--- src/tcci_pkg.sv ---
// ----------------------------------------------------------------------------
// tcci_pkg
// Shared types, widths, codes and helpers of the temperature-compensated
// curve interpolation unit.
// ----------------------------------------------------------------------------
package tcci_pkg;

    // parameter defaults
    localparam int DEF_TABLE_DEPTH = 64;
    localparam int DEF_CURVES      = 3;
    localparam int DEF_FRAC_BITS   = 16;

    // field widths
    localparam int OP_W    = 1;
    localparam int CURVE_W = 2;
    localparam int IDX_W   = 6;
    localparam int VAL_W   = 32;
    localparam int SEG_W   = 6;
    localparam int LAST_W  = 6;

    // input item packing
    localparam int IN_KEY_LSB   = IDX_W;
    localparam int IN_BASE_LSB  = IN_KEY_LSB + VAL_W;
    localparam int IN_SLOPE_LSB = IN_BASE_LSB + VAL_W;
    localparam int IN_QKEY_LSB  = IN_SLOPE_LSB + VAL_W;
    localparam int IN_TEMP_LSB  = IN_QKEY_LSB + VAL_W;
    localparam int IN_TDATA_W   = ((IN_TEMP_LSB + VAL_W + 7) / 8) * 8;
    localparam int IN_TUSER_W   = OP_W + CURVE_W;

    // result item packing
    localparam int OUT_TDATA_W = ((VAL_W + SEG_W + 7) / 8) * 8;
    localparam int OUT_PAD_W   = OUT_TDATA_W - VAL_W - SEG_W;
    localparam int OUT_TUSER_W = 1;

    // arithmetic widths
    localparam int MUL_W  = VAL_W + 1;      // differences of two 32-bit values
    localparam int PROD_W = 2 * MUL_W;      // full signed product
    localparam int QUOT_W = 41;             // quotient is capped at 2^40

    localparam logic [QUOT_W-1:0] QUOT_CAP = {1'b1, {(QUOT_W-1){1'b0}}};

    // operation codes
    localparam logic [OP_W-1:0] OP_WRITE = 1'b0;
    localparam logic [OP_W-1:0] OP_QUERY = 1'b1;

    // one breakpoint
    typedef struct packed {
        logic signed [VAL_W-1:0] slope;
        logic signed [VAL_W-1:0] base;
        logic signed [VAL_W-1:0] key;
    } entry_t;

    localparam logic signed [PROD_W-1:0] SAT_MAX = PROD_W'(64'sd2147483647);
    localparam logic signed [PROD_W-1:0] SAT_MIN = -SAT_MAX - PROD_W'(64'sd1);

    // clamp a wide signed value to 32 bits
    function automatic logic [VAL_W-1:0] sat32(input logic signed [PROD_W-1:0] v);
        logic [VAL_W-1:0] r;
        if (v > SAT_MAX)
        begin
            r = {1'b0, {(VAL_W-1){1'b1}}};
        end
        else if (v < SAT_MIN)
        begin
            r = {1'b1, {(VAL_W-1){1'b0}}};
        end
        else
        begin
            r = v[VAL_W-1:0];
        end
        return r;
    endfunction

endpackage

--- src/tcci_div.sv ---
// ----------------------------------------------------------------------------
// tcci_div
// Serial restoring divider, one quotient bit per cycle. Quotients of 2^41 and
// above are detected up front; any quotient above the cap is clamped.
// ----------------------------------------------------------------------------
module tcci_div (
    input  logic                              clk,
    input  logic                              rst_n,
    input  logic                              start,
    input  logic [tcci_pkg::PROD_W-1:0]       dividend,
    input  logic [tcci_pkg::MUL_W-1:0]        divisor,
    output logic                              done,
    output logic [tcci_pkg::QUOT_W-1:0]       quotient
);

    localparam int QW  = tcci_pkg::QUOT_W;
    localparam int DW  = tcci_pkg::MUL_W;
    localparam int HW  = tcci_pkg::PROD_W - QW;
    localparam int CW  = $clog2(QW + 1);

    logic              busy_reg;
    logic              done_reg;
    logic              ovf_reg;
    logic [CW-1:0]     cnt_reg;
    logic [DW-1:0]     rem_reg;
    logic [DW-1:0]     dvs_reg;
    logic [QW-1:0]     sh_reg;

    logic [DW:0]       trial;
    logic              take;
    logic [HW-1:0]     dvd_high;
    logic              too_big;

    assign dvd_high = dividend[tcci_pkg::PROD_W-1:QW];
    // quotient >= 2^QW whenever the top part alone already covers the divisor
    assign too_big  = DW'(dvd_high) >= divisor;

    assign trial = {rem_reg, sh_reg[QW-1]};
    assign take  = trial >= {1'b0, dvs_reg};

    always_ff @(posedge clk or negedge rst_n)
    begin
        if (!rst_n)
        begin
            busy_reg <= 1'b0;
            done_reg <= 1'b0;
            ovf_reg  <= 1'b0;
            cnt_reg  <= '0;
        end
        else
        begin
            done_reg <= 1'b0;
            if (start)
            begin
                ovf_reg <= too_big;
                if (too_big)
                begin
                    done_reg <= 1'b1;
                end
                else
                begin
                    busy_reg <= 1'b1;
                    cnt_reg  <= CW'(QW);
                end
            end
            else if (busy_reg)
            begin
                cnt_reg <= cnt_reg - CW'(1);
                if (cnt_reg == CW'(1))
                begin
                    busy_reg <= 1'b0;
                    done_reg <= 1'b1;
                end
            end
        end
    end

    // remainder and dividend/quotient shift register
    always_ff @(posedge clk)
    begin
        if (start)
        begin
            rem_reg <= DW'(dvd_high);
            dvs_reg <= divisor;
            sh_reg  <= dividend[QW-1:0];
        end
        else if (busy_reg)
        begin
            rem_reg <= take ? DW'(trial - {1'b0, dvs_reg}) : trial[DW-1:0];
            sh_reg  <= {sh_reg[QW-2:0], take};
        end
    end

    assign done     = done_reg;
    assign quotient = (ovf_reg || sh_reg > tcci_pkg::QUOT_CAP) ? tcci_pkg::QUOT_CAP : sh_reg;

endmodule

--- config.mk ---
export PLATFORM = sky130hd
export DESIGN_NAME = tcci_div
export DESIGN_NICKNAME = d
export VERILOG_FILES = /design/src/tcci_pkg.sv /design/src/tcci_div.sv
export SDC_FILE = /design/constraint.sdc
export NUM_CORES = 1
export LEC_CHECK = 0
export ABC_CLOCK_PERIOD_IN_PS = 4000
export BUFFER_PORTS_ARGS = -buffer_cell sky130_fd_sc_hd__buf_4
export CAP_MARGIN = 0
export CORE_UTILIZATION = 50
export CTS_CLUSTER_SIZE = 24
export DETAILED_ROUTE_END_ITERATION = 10
export GPL_ROUTABILITY_DRIVEN = 0
export PLACE_DENSITY = 0.8
export SKIP_CTS_REPAIR_TIMING = 1
export SYNTH_ARGS = -nofsm -noshare
export SYNTH_HDL_FRONTEND = slang
export SYNTH_SLANG_ARGS = --single-unit
export TNS_END_PERCENT = 1
--- constraint.sdc ---
create_clock -name clk -period 4 [get_ports clk]
set_clock_uncertainty 0.05 [all_clocks]
set_input_delay 0.2 -clock clk [delete_from_list [all_inputs] [get_ports clk]]
set_output_delay 0.2 -clock clk [all_outputs]
set_load 0.05 [all_outputs]
======== Word level (Yosys, flattened, before mapping) ========
Cells that the tools add are included.
operators by class
  $add $sub $neg .......................... 2
  multiply operators ...................... 0
  div/mod/pow operators ................... 0
  $lt $le $gt $ge ......................... 3
  equal/unequal tests ..................... 2
  shifts and indexed selects .............. 0
  muxes and demuxes ....................... 17
  bitwise operators ....................... 0
  reduce and logical (&&, ||, !) cells .... 3
operator list
  cell                  count
  $mux 41               3
  $mux 25               2
  $gt 41x41->1 const B  1
  $ge 34x33->1          1
  $ge 25x33->1          1
  $mux 33               1
  $sub 33x33->33        1
  $mux 6                3
  $mux 1                8
  $eq 6x1->1 const B    1
  $sub 6x1->6 const B   1
  $ne 2x2->1 const B    1
  $reduce_and 2->1      1
  $reduce_bool 2->1     1
  $logic_or 1x1->1      1
storage, ports and cells
  bits in registers ....................... 116
  latch bits .............................. 0
  memory bits (writable) .................. 0
  bits in read-only memories .............. 0
  input port bits ......................... 102
  output and inout port bits .............. 42
  logic and storage cells ................. 35
  memories ................................ 0

======== Longest topological paths before layout ========
Gate-level depths: netlist of run 1.
  word-level depth ........................ 4
  depth in mapped cells ................... 15
  mapped depth without buffers ............ 13

======== Worst setup path after synthesis of run 1 ========
OpenSTA, ideal clock, no wires.
  kind .................................... flip-flop to flip-flop
  start ................................... reg sh_reg[40]
  end ..................................... reg rem_reg[14] (data pin)
  library setup time ...................... 0.260 ns
  data arrival time ....................... 2.670 ns
  data required time ...................... 3.690 ns
  slack ................................... 1.020 ns
  cell stages (with the launch flop) ...... 16
  path buffers ............................ 2
  period minus slack after synthesis ...... 2.980 ns
  cells stage by stage .................... edfxtp_1 > inv_1 > ha_1 > inv_1 > fa_1 > a21oi_1 > o21ai_0 > a21oi_1 > o211ai_1 > a211oi_1 > o21bai_1 > buf_6 > buf_6 > nor2_2 > a21oi_1 > mux2_2
on the way
  word-level cells in the longest chain between the ends .. 4
  elaborated cells between the ends (all ways) .. 5
  classes of those cells .................. add/sub (1); order compare (1); mux (3)
ends and longest elaborated chain
  element                                         RTL line                        RTL
  from (decl)                                     tcci_div.sv:27                  logic [QW-1:0] sh_reg;
  from (signal assigned)                          tcci_div.sv:85                  sh_reg <= dividend[QW-1:0];
  from (signal assigned)                          tcci_div.sv:90                  sh_reg <= {sh_reg[QW-2:0], take};
  $sub 33x33->33 or $ge 34x33->1 (tied branches)  tcci_div.sv:89, tcci_div.sv:39
  $mux 33 *                                       tcci_div.sv:89                  rem_reg <= take ? DW'(trial - {1'b0, dvs_reg}) : trial[DW-1:0];
  $mux 25 *                                       tcci_div.sv:87                  else if (busy_reg)
  $mux 25 *                                       tcci_div.sv:81                  if (start)
  to (signal assigned)                            tcci_div.sv:83                  rem_reg <= DW'(dvd_high);
  to (signal assigned)                            tcci_div.sv:89
  to (decl)                                       tcci_div.sv:25                  logic [DW-1:0] rem_reg;
Every way passes the cells marked *; elsewhere a longest branch is shown, timed or not. The select of a mux whose other input is x is not followed.
A chain may end at the register's enable or synchronous reset.

======== Final worst setup path of run 1 ========
Same ends and word-level chain as after synthesis.

==> results of run 1 <==
-- through the flow --
| stage | util [%] | instance area, um2 | instances | power, W |
|---|---|---|---|---|
| detailed placement | 59.19 | 8965 | 1069 | 0.004409 |
| floorplan | - | 7737 | 766 | 0.003804 |
| CTS | 62.77 | 9507 | 1100 | 0.005853 |
| global route | 65.01 | 9847 | 1134 | 0.006271 |
| global placement | 59.19 | 8965 | 1069 | 0.004361 |
| finish | 65.01 | 9847 | 1134 | 0.005888 |
-- worst register-to-register path, stage by stage (launching register included) --
cell	delay [ps]
edfxtp_1	390
inv_1	70
ha_1	140
inv_1	50
fa_1	400
a21oi_1	200
o21ai_0	90
a21oi_1	210
o211ai_1	180
a211oi_1	380
o21bai_4	200
buf_12	230
nor2_2	120
a21oi_1	50
mux2_2	270
-- synth_stat cells, drive strengths merged (3+ instances only) --
library cell,number,area (um2)
nand4,13,81.33
ha,60,750.7
dfxtp,8,160.2
nand2,48,180.2
edfxtp,99,2973
nor3b,3,22.52
o211ai,3,22.52
dfrtp,9,225.2
nand2b,6,37.54
a31o,4,35.04
xor2,10,87.58
nor2,43,186.4
a311oi,5,43.79
a21o,28,210.2
o21a,7,52.55
xnor2,16,140.1
inv,73,274.0
clkbuf,27,101.4
a211oi,5,37.54
o31ai,4,30.03
a21oi,57,285.3
a31oi,10,62.56
buf,12,91.33
o21ai,40,204.0
mux2i,6,60.06
nor3,7,35.03
and2,41,256.5
mux2,53,596.8
nor2b,6,37.54
nor4,14,87.58
nand3,15,75.07
o21bai,3,22.52
a211o,3,26.28
-- kinds of logic (layout without fill, tap and decap cells) --
kind of cell	after synthesis	in the layout	synth area share, %
buf+inv	114	294	6.145
xor+xnor	26	26	2.943
fa+ha+maj	61	61	9.961
mux	59	59	8.490
compound gates	186	186	15.38
simple gates	204	204	13.68
flops	116	116	43.40
-- worst paths after layout --
kind,from,to,cells past startpoint,slack [ps]
min reg2reg,cnt_reg[4],cnt_reg[4],1,460
min in group asynchronous,rst_n,cnt_reg[2],2,130
max,sh_reg[40],rem_reg[14],14,710
min,dividend[5],sh_reg[5],2,30
max reg2reg,sh_reg[40],rem_reg[14],14,710
max in group asynchronous,rst_n,ovf_reg,2,3630
-- per-layer routing --
metal / share of wire [%] / track usage [%] / up-vias / wire (um)
met2: 48 / 41.57 / 224 / 9309
li1: - / - / 3115 / -
met4: 2.9 / 10.49 / 0 / 558
met1: 42 / 30.48 / 3005 / 8287
met3: 7.1 / 8.224 / 43 / 1384
met5: 0 / 0 / - / 0
-- cell type report --
type,instances,area [um2],area share (%)
timing repair buffer,188,1509,15.32
clock inverter,13,112.6,1.144
tap,188,235.2,2.389
clock buffer,18,429.2,4.358
inverter,75,282.8,2.872
sequential,116,3358,34.10
multi-input combinational,536,3920,39.81
-- where the power goes --
part | internal, W | switching, W
Combinational | 0.00117 | 0.00153
Clock | 0.000845 | 0.000564
Sequential | 0.00160 | 0.000172
Total | 0.00362 | 0.00227
==> results.md, run 1 <==
- Pre-Repair DR Iteration Count: 5
- Register area share after synthesis: 43.40%
- Residual DRC: 0
- Fmax: 303.8 MHz
- Detail-routed net length per standard cell: 17.23 um
- Crit end category: flop
- Initial antenna violation count: 0
- PortBufs: 143
- Worst EP arrival: 3410 ps
- Die Span Y: 126.4 um
- Slowest Stage Delay on Critical Path: 400 ps
- Die ar.: 0.01598 mm2
- Delay-heaviest family, CP: compound AO/OA/AOI/OAI gates
- VDD IR-drop max: 0.4252 mV
- Grt ovf: 0
- # setup viols final: 0
- Area delta synth->final: 27.26%
- Worst Hold Class: in2reg
- Slew HR: 42.68%
- Io pins: 144
- Initial drt markers: 406
- Via count: 6387
- CTS buffer count: 17
- Final cycle utilization of the critical path: 82.28%
- Mapped Cells: 766
- H-tree Lvls: 4
- Cell Pwr Density: 598.0 mW/mm2
- Skew-Pair Late Insertion Delay: 420 ps
- Lkg Pwr: 4.403 nW
- Fin. Hold Viols: 0
- Share of cells above drive strength 1: 27.27%
- Fin. max-slew vios: 0
- Most frequent cells in the layout: buf_4, edfxtp_1, inv_1
- Buffers plus inverters on the worst setup path: 3
- Period minus WS final: 3291 ps
- TritonCTS sink count: 116
- Antenna cells: 0
- Post-route ant nets: 0
- Syn nets: 929
- Core area: 0.01515 mm2
- Min Hold Slack: 29.98 ps
- Final WL: 19540 um
- Synth warnings: 0
- FF+latch count, synth: 116
- Final setup TNS: 0 ps
- Chip width: 126.4 um
- Post-synth EDFFs: 99
- Post-synth ARST share: 7.759%
- Fin worst setup slack: 708.8 ps
- CP dominant cell by count: a21oi_1
- Max reg flops: 41
- Max-Cap Viols: 0
- Clock tree buffer depth: 2
- First-pass GRT wire length: 31640 um
- Most used flip-flop cell after synthesis: edfxtp_1
- Slew @ Worst Pin: 859.8 ps
- Post-synthesis cell area: 0.007737 mm2
- Initial Util: 51.09%
- Pre-CTS setup slack: 715.4 ps
- HPWL after detailed placement: 13750 um
- Critical path fanouts, max: 44
- Post-synthesis average cell area: 10.10 um2
- Vias per inst: 5.632
- CTS clock-pin slew for the worst setup and hold paths: 60 ps
- Root Buffer Master: clkbuf_16
- RSZ-0062 raised after global routing: no
- Cell row count: 45
- Crit path kind: reg2reg
- Vias in the first global route: 6449
- Commonest non-fill, non-tap cell in the layout: buf_4
- CP cell instances: inv_1, ha_1, inv_1, fa_1, a21oi_1, o21ai_0, a21oi_1, o211ai_1, a211oi_1, o21bai_4, buf_12, nor2_2, a21oi_1, mux2_2
- Fillers: 1165
- CP required: 4120 ps
- Status: finished clean
- CTS tree: built
- Critical-path top delay cell: fa_1
- Pin count of the biggest net entering global routing: 55
- Nets: 1097
- Cell variety after synth: 61
- Critical Path Start Type: flop
- Total GRT Usage: 25.25%
Note: power is estimated with default switching activity, not from simulation.
==> inputs of run 2 (changes only) <==
--- a/config.mk
+++ b/config.mk
@@ -5,7 +5,7 @@
 export SDC_FILE = /design/constraint.sdc
 export NUM_CORES = 1
 export LEC_CHECK = 0
-export ABC_CLOCK_PERIOD_IN_PS = 4000
+export ABC_CLOCK_PERIOD_IN_PS = 3040
 export BUFFER_PORTS_ARGS = -buffer_cell sky130_fd_sc_hd__buf_4
 export CAP_MARGIN = 0
 export CORE_UTILIZATION = 50
==> constraint.sdc (replaced) <==
create_clock -name clk -period 3.04 [get_ports clk]
set_clock_uncertainty 0.05 [all_clocks]
set_input_delay 0.152 -clock clk [delete_from_list [all_inputs] [get_ports clk]]
set_output_delay 0.152 -clock clk [all_outputs]
set_load 0.05 [all_outputs]
==> run 2 against run 1 <==
  * The run now ends with DRC, hold timing left
  * Clock power rose by 35%
  * Design area increased by 7.7%
  * Maximum frequency increased by 12%
  * Combinational power increased by 51%
  * Total power up 42%
  * Hold slack worse by 48 ps
  * Clock-buffer cell count decreased by 1
  * Routed wire length grew 12%
  * Global-route usage grew 0.39 points
  * Critical endpoint is now rem_reg[5]
  * Highest routed layer unchanged
==> results.md, run 2 (same netlist as run 1, synthesis figures left out) <==
- Status: finished with violations
- Violated checks: DRC, hold timing
- Residual DRC: 2
- Switching power: 0.003239 W
- Skew-Pair Late Insertion Delay: 430 ps
- Sw frac: 38.71%
- Fin. max-slew vios: 0
- R2R Setup Slk: 110 ps
- CTS buffer count: 17
- Via count: 6797
- Period minus WS final: 2931 ps
- Final cycle utilization of the critical path: 96.42%
- Sequential power share: 28.3%
- Post-route ant nets: 0
- # setup viols final: 0
- Slew @ Worst Pin: 705.6 ps
- Total GRT Usage: 25.64%
- Worst reg2reg path startpoint: sh_reg[40]
- Pre-Repair DR Iteration Count: 8
- Min Hold Slack: -18.19 ps
- Fmax: 341.2 MHz
- Most frequent cells in the layout: buf_4, edfxtp_1, inv_1, dlygate4sd3_1
- Crit path kind: reg2reg
- TritonCTS sink count: 116
- Grt ovf: 0
- HPWL after detailed placement: 14520 um
- Nets: 1162
- Critical path fanouts, max: 23
- Cell Pwr Density: 789.3 mW/mm2
- Max-Cap Viols: 0
- Chip width: 126.4 um
- Detail-routed net length per standard cell: 18.30 um
- Final total power: 0.008368 W
- Vias per inst: 5.664
- Share of cells above drive strength 1: 29.84%
- Final WL: 21960 um
- Fin worst setup slack: 108.8 ps
- Vias in the first global route: 6489
- Commonest non-fill, non-tap cell in the layout: buf_4
- Worst EP arrival: 3060 ps
- Gate power share: 48.9%
- RSZ-0062 raised after global routing: yes
- CTS clock-pin slew for the worst setup and hold paths: 60 ps
- Critical Path Start Type: flop
- Reg-to-Reg End: rem_reg[5]
- Core area: 0.01515 mm2
- Internal: 0.005128 W
- Initial drt markers: 460
- Die ar.: 0.01598 mm2
- Register-to-Register Path Depth: 15
- Io pins: 144
- Final core utilization: 70.00%
- Hold path endpoint: sh_reg[32]
- Pin count of the biggest net entering global routing: 44
- Slew HR: 52.89%
- Worst Hold Class: in2reg
- Cell row count: 45
- Area delta synth->final: 37.01%
- Hold Startpoint: dividend[32]
- Pre-CTS setup slack: -8.349 ps
- Clock tree buffer depth: 2
- Clk pwr share: 22.9%
- Antenna cells: 0
- CP Launch Point: sh_reg[40]
- Min-Delay Path Depth: 2
- Lkg Pwr: 4.724 nW
- CTS tree: built
- Root Buffer Master: clkbuf_16
- Die Span Y: 126.4 um
- Crit end category: flop
- Initial antenna violation count: 0
- First-pass GRT wire length: 32070 um
- VDD IR-drop max: 0.6000 mV
- PortBufs: 143
- CP required: 3160 ps
- Initial Util: 51.09%
- Fin. Hold Viols: 5
- Max reg flops: 41
- H-tree Lvls: 4
run 2: metrics by stage:
stage,cells,hold slack [ps],area [um2],TNS [ps]
final,1200,-18.19,10600,0
after detailed placement,1093,-67.27,9170,-13.52
after CTS,1125,-514.9,9729,-48.91
after global placement,1093,-65.68,9170,0
after global routing,1200,-0.5240,10600,-143.1
after floorplan,766,-193.6,7737,0
run 2: power groups by stage:
stage / combinational [W] / sequential [W] / clock, W
floorplan: 0.00273 / 0.00228 / 0
global placement: 0.00364 / 0.00236 / 0
detailed placement: 0.00370 / 0.00235 / 0
CTS: 0.00374 / 0.00233 / 0.00192
global route: 0.00444 / 0.00239 / 0.00198
finish: 0.00409 / 0.00236 / 0.00191
run 2: routing by layer:
layer / track usage (%) / vias up / share of wire [%]
met4: 8.292 / 0 / 2.4
li1: - / 3242 / -
met3: 7.254 / 44 / 6.2
met1: 30.85 / 3227 / 42
met2: 44.26 / 284 / 49
met5: 0 / - / 0
run 2: worst max path at each step:
| stage | slack [ps] | depth (start not counted) | to |
|---|---|---|---|
| 2_1_floorplan | 60 | 15 | rem_reg[14] |
| 3_3_place_gp | 70 | 15 | rem_reg[23] |
| 3_5_place_dp | -8 | 15 | rem_reg[21] |
| 4_1_cts | -10 | 15 | rem_reg[26] |
| 5_1_grt | -30 | 15 | rem_reg[5] |
| 6_report | 110 | 15 | rem_reg[5] |
run 2: area by class of cell:
| type | instances | area, um2 |
|---|---|---|
| clock inverters | 15 | 133.9 |
| flip-flops and latches | 116 | 3358 |
| clock buffers | 17 | 425.4 |
| inverters | 75 | 284.0 |
| multi-input cells | 536 | 4026 |
| repair buffers | 253 | 2138 |
| fillers | 1060 | 4544 |
| well taps | 188 | 235.2 |
run 2: critical path: stages, from the launching register on:
cell and delay, ps:
edfxtp_1 380, inv_1 70, ha_1 140, inv_1 60, fa_2 390, a21oi_4 160, o21ai_2 70, a21oi_2 150
o211ai_1 130, a211oi_2 230, buf_4 140, o21bai_4 100, buf_12 190, nor2_4 90, a21oi_1 60, mux2_2 270
==> inputs of run 3 (changes only) <==
--- a/config.mk
+++ b/config.mk
@@ -12,6 +12,7 @@
 export CTS_CLUSTER_SIZE = 24
 export DETAILED_ROUTE_END_ITERATION = 10
 export GPL_ROUTABILITY_DRIVEN = 0
+export GPL_TIMING_DRIVEN = 0
 export PLACE_DENSITY = 0.8
 export SKIP_CTS_REPAIR_TIMING = 1
 export SYNTH_ARGS = -nofsm -noshare
==> run 3 against run 2 <==
  * Via count rose by 2.0%
  * Clock power is essentially flat
  * Critical path type unchanged
  * First-iteration DRC count shrank 13%
  * The run ends with setup timing left
  * Register-to-register slack got worse by 220 ps
  * Worst setup slack worse by 220 ps
  * Design area decreased by 0.14%
==> results.md, run 3 (same netlist as run 1, synthesis figures left out) <==
- CP required: 3160 ps
- Die Span Y: 126.4 um
- Share of cells above drive strength 1: 27.66%
- Chip width: 126.4 um
- Detail-routed net length per standard cell: 18.87 um
- Slew @ Worst Pin: 781.8 ps
- Io pins: 144
- VDD IR-drop max: 0.5836 mV
- Slew HR: 47.88%
- Post-DP Area: 0.009066 mm2
- Initial drt markers: 401
- Final WL: 22850 um
- Vias per inst: 5.726
- Critical-path top delay cell: edfxtp_1
- Slowest Stage Delay on Critical Path: 390 ps
- Final core utilization: 69.90%
- Clock tree buffer depth: 2
- Antenna cells: 0
- Core area: 0.01515 mm2
- H-tree Lvls: 4
- Max reg flops: 41
- Crit end category: flop
- CP cell instances: inv_1, ha_2, inv_2, fa_2, a21oi_2, o21ai_2, a21oi_4, o211ai_1, a211oi_2, o21bai_2, buf_6, clkbuf_16, nor2_2, a21oi_1, mux2_4
- CP Launch Point: sh_reg[40]
- Root Buffer Master: clkbuf_16
- Final total power: 0.008304 W
- Buffers plus inverters on the worst setup path: 4
- Violated checks: setup timing
- CTS clock-pin slew for the worst setup and hold paths: 50 ps
- Fin. Hold Viols: 0
- CTS buffer count: 17
- Vias in the first global route: 6400
- Residual DRC: 0
- R2R Setup Slk: -110 ps
- Nets: 1174
- Final cycle utilization of the critical path: 103.6%
- Worst Hold Class: in2reg
- TritonCTS sink count: 116
- Fin worst setup slack: -110.4 ps
- Area delta synth->final: 36.82%
- Skew-Pair Late Insertion Delay: 420 ps
- First-pass GRT wire length: 32400 um
- Initial Util: 51.09%
- Fin. max-slew vios: 0
- Post-route ant nets: 0
- Grt ovf: 0
- RSZ-0062 raised after global routing: yes
- Pre-Repair DR Iteration Count: 5
- Die ar.: 0.01598 mm2
- Crit path kind: reg2reg
- Most frequent cells in the layout: buf_4, edfxtp_1, dlygate4sd3_1
- Critical Path Start Type: flop
- Max-Cap Viols: 0
- End of the critical path: rem_reg[6]
- PortBufs: 143
- Commonest non-fill, non-tap cell in the layout: buf_4
- Via count: 6934
- Critical path fanouts, max: 6
- CTS tree: built
- Fillers: 1067
- Period minus WS final: 3150 ps
- Fmax: 317.4 MHz
- Reg-to-Reg End: rem_reg[6]
- Initial antenna violation count: 0
- Cell row count: 45
- Crit. path cell count: 15
- HPWL after detailed placement: 14900 um
- Pin count of the biggest net entering global routing: 36
- Worst EP arrival: 3270 ps
- Status: finished with violations
- Delay-heaviest family, CP: compound AO/OA/AOI/OAI gates
- Lkg Pwr: 4.723 nW
- Register-to-Register Path Depth: 15
- Total GRT Usage: 26.31%
- # setup viols final: 16
- Worst reg2reg path startpoint: sh_reg[40]
- Cell area after layout: 0.01059 mm2
- Cell Pwr Density: 784.4 mW/mm2
[run 3: power by group]
group / total (W) / internal (W) / switching (W)
Sequential: 0.00236 / 0.00211 / 0.000247
Clock: 0.00191 / 0.00119 / 0.000721
Combinational: 0.00403 / 0.00178 / 0.00225
Total: 0.00830 / 0.00509 / 0.00322
[run 3: per-stage QoR]
stage | hold WS, ps | worst slack (ps) | setup TNS (ps) | std cells
global route | 1.747 | -197.9 | -3683 | 1211
global placement | -63.10 | -975.6 | -72240 | 1097
finish | 2.674 | -110.4 | -1174 | 1211
CTS | -505.2 | -423.7 | -20040 | 1129
floorplan | -193.6 | 60.21 | 0 | 766
detailed placement | -61.90 | -404.7 | -9241 | 1098
[run 3: how the worst min path moves through the flow]
stage | from | to | slack [ps] | depth (start not counted)
final | dividend[46] | rem_reg[5] | 3 | 2
after CTS | rst_n | done | -510 | 1
after global placement | rst_n | done | -60 | 1
after floorplan | rst_n | busy_reg | -190 | 0
after detailed placement | rst_n | done | -60 | 1
after global routing | dividend[46] | rem_reg[5] | 2 | 2
[run 3: layer usage]
metal	up-vias	track usage, %	wire (um)
li1	3266	-	-
met1	3313	31.70	8961
met2	304	44.39	11520
met3	51	8.351	1769
met4	0	9.142	590
met5	-	0	0
[run 3: layout make-up]
cell class	instances	area, um2	share of cell area (%)
sequential	116	3358	31.72
timing repair buffer	227	1922	18.15
clock inverter	11	112.6	1.064
multi-input combinational	536	4015	37.93
clock buffer	20	436.7	4.125
buffer	38	224.0	2.116
inverter	75	282.8	2.671
tap	188	235.2	2.222
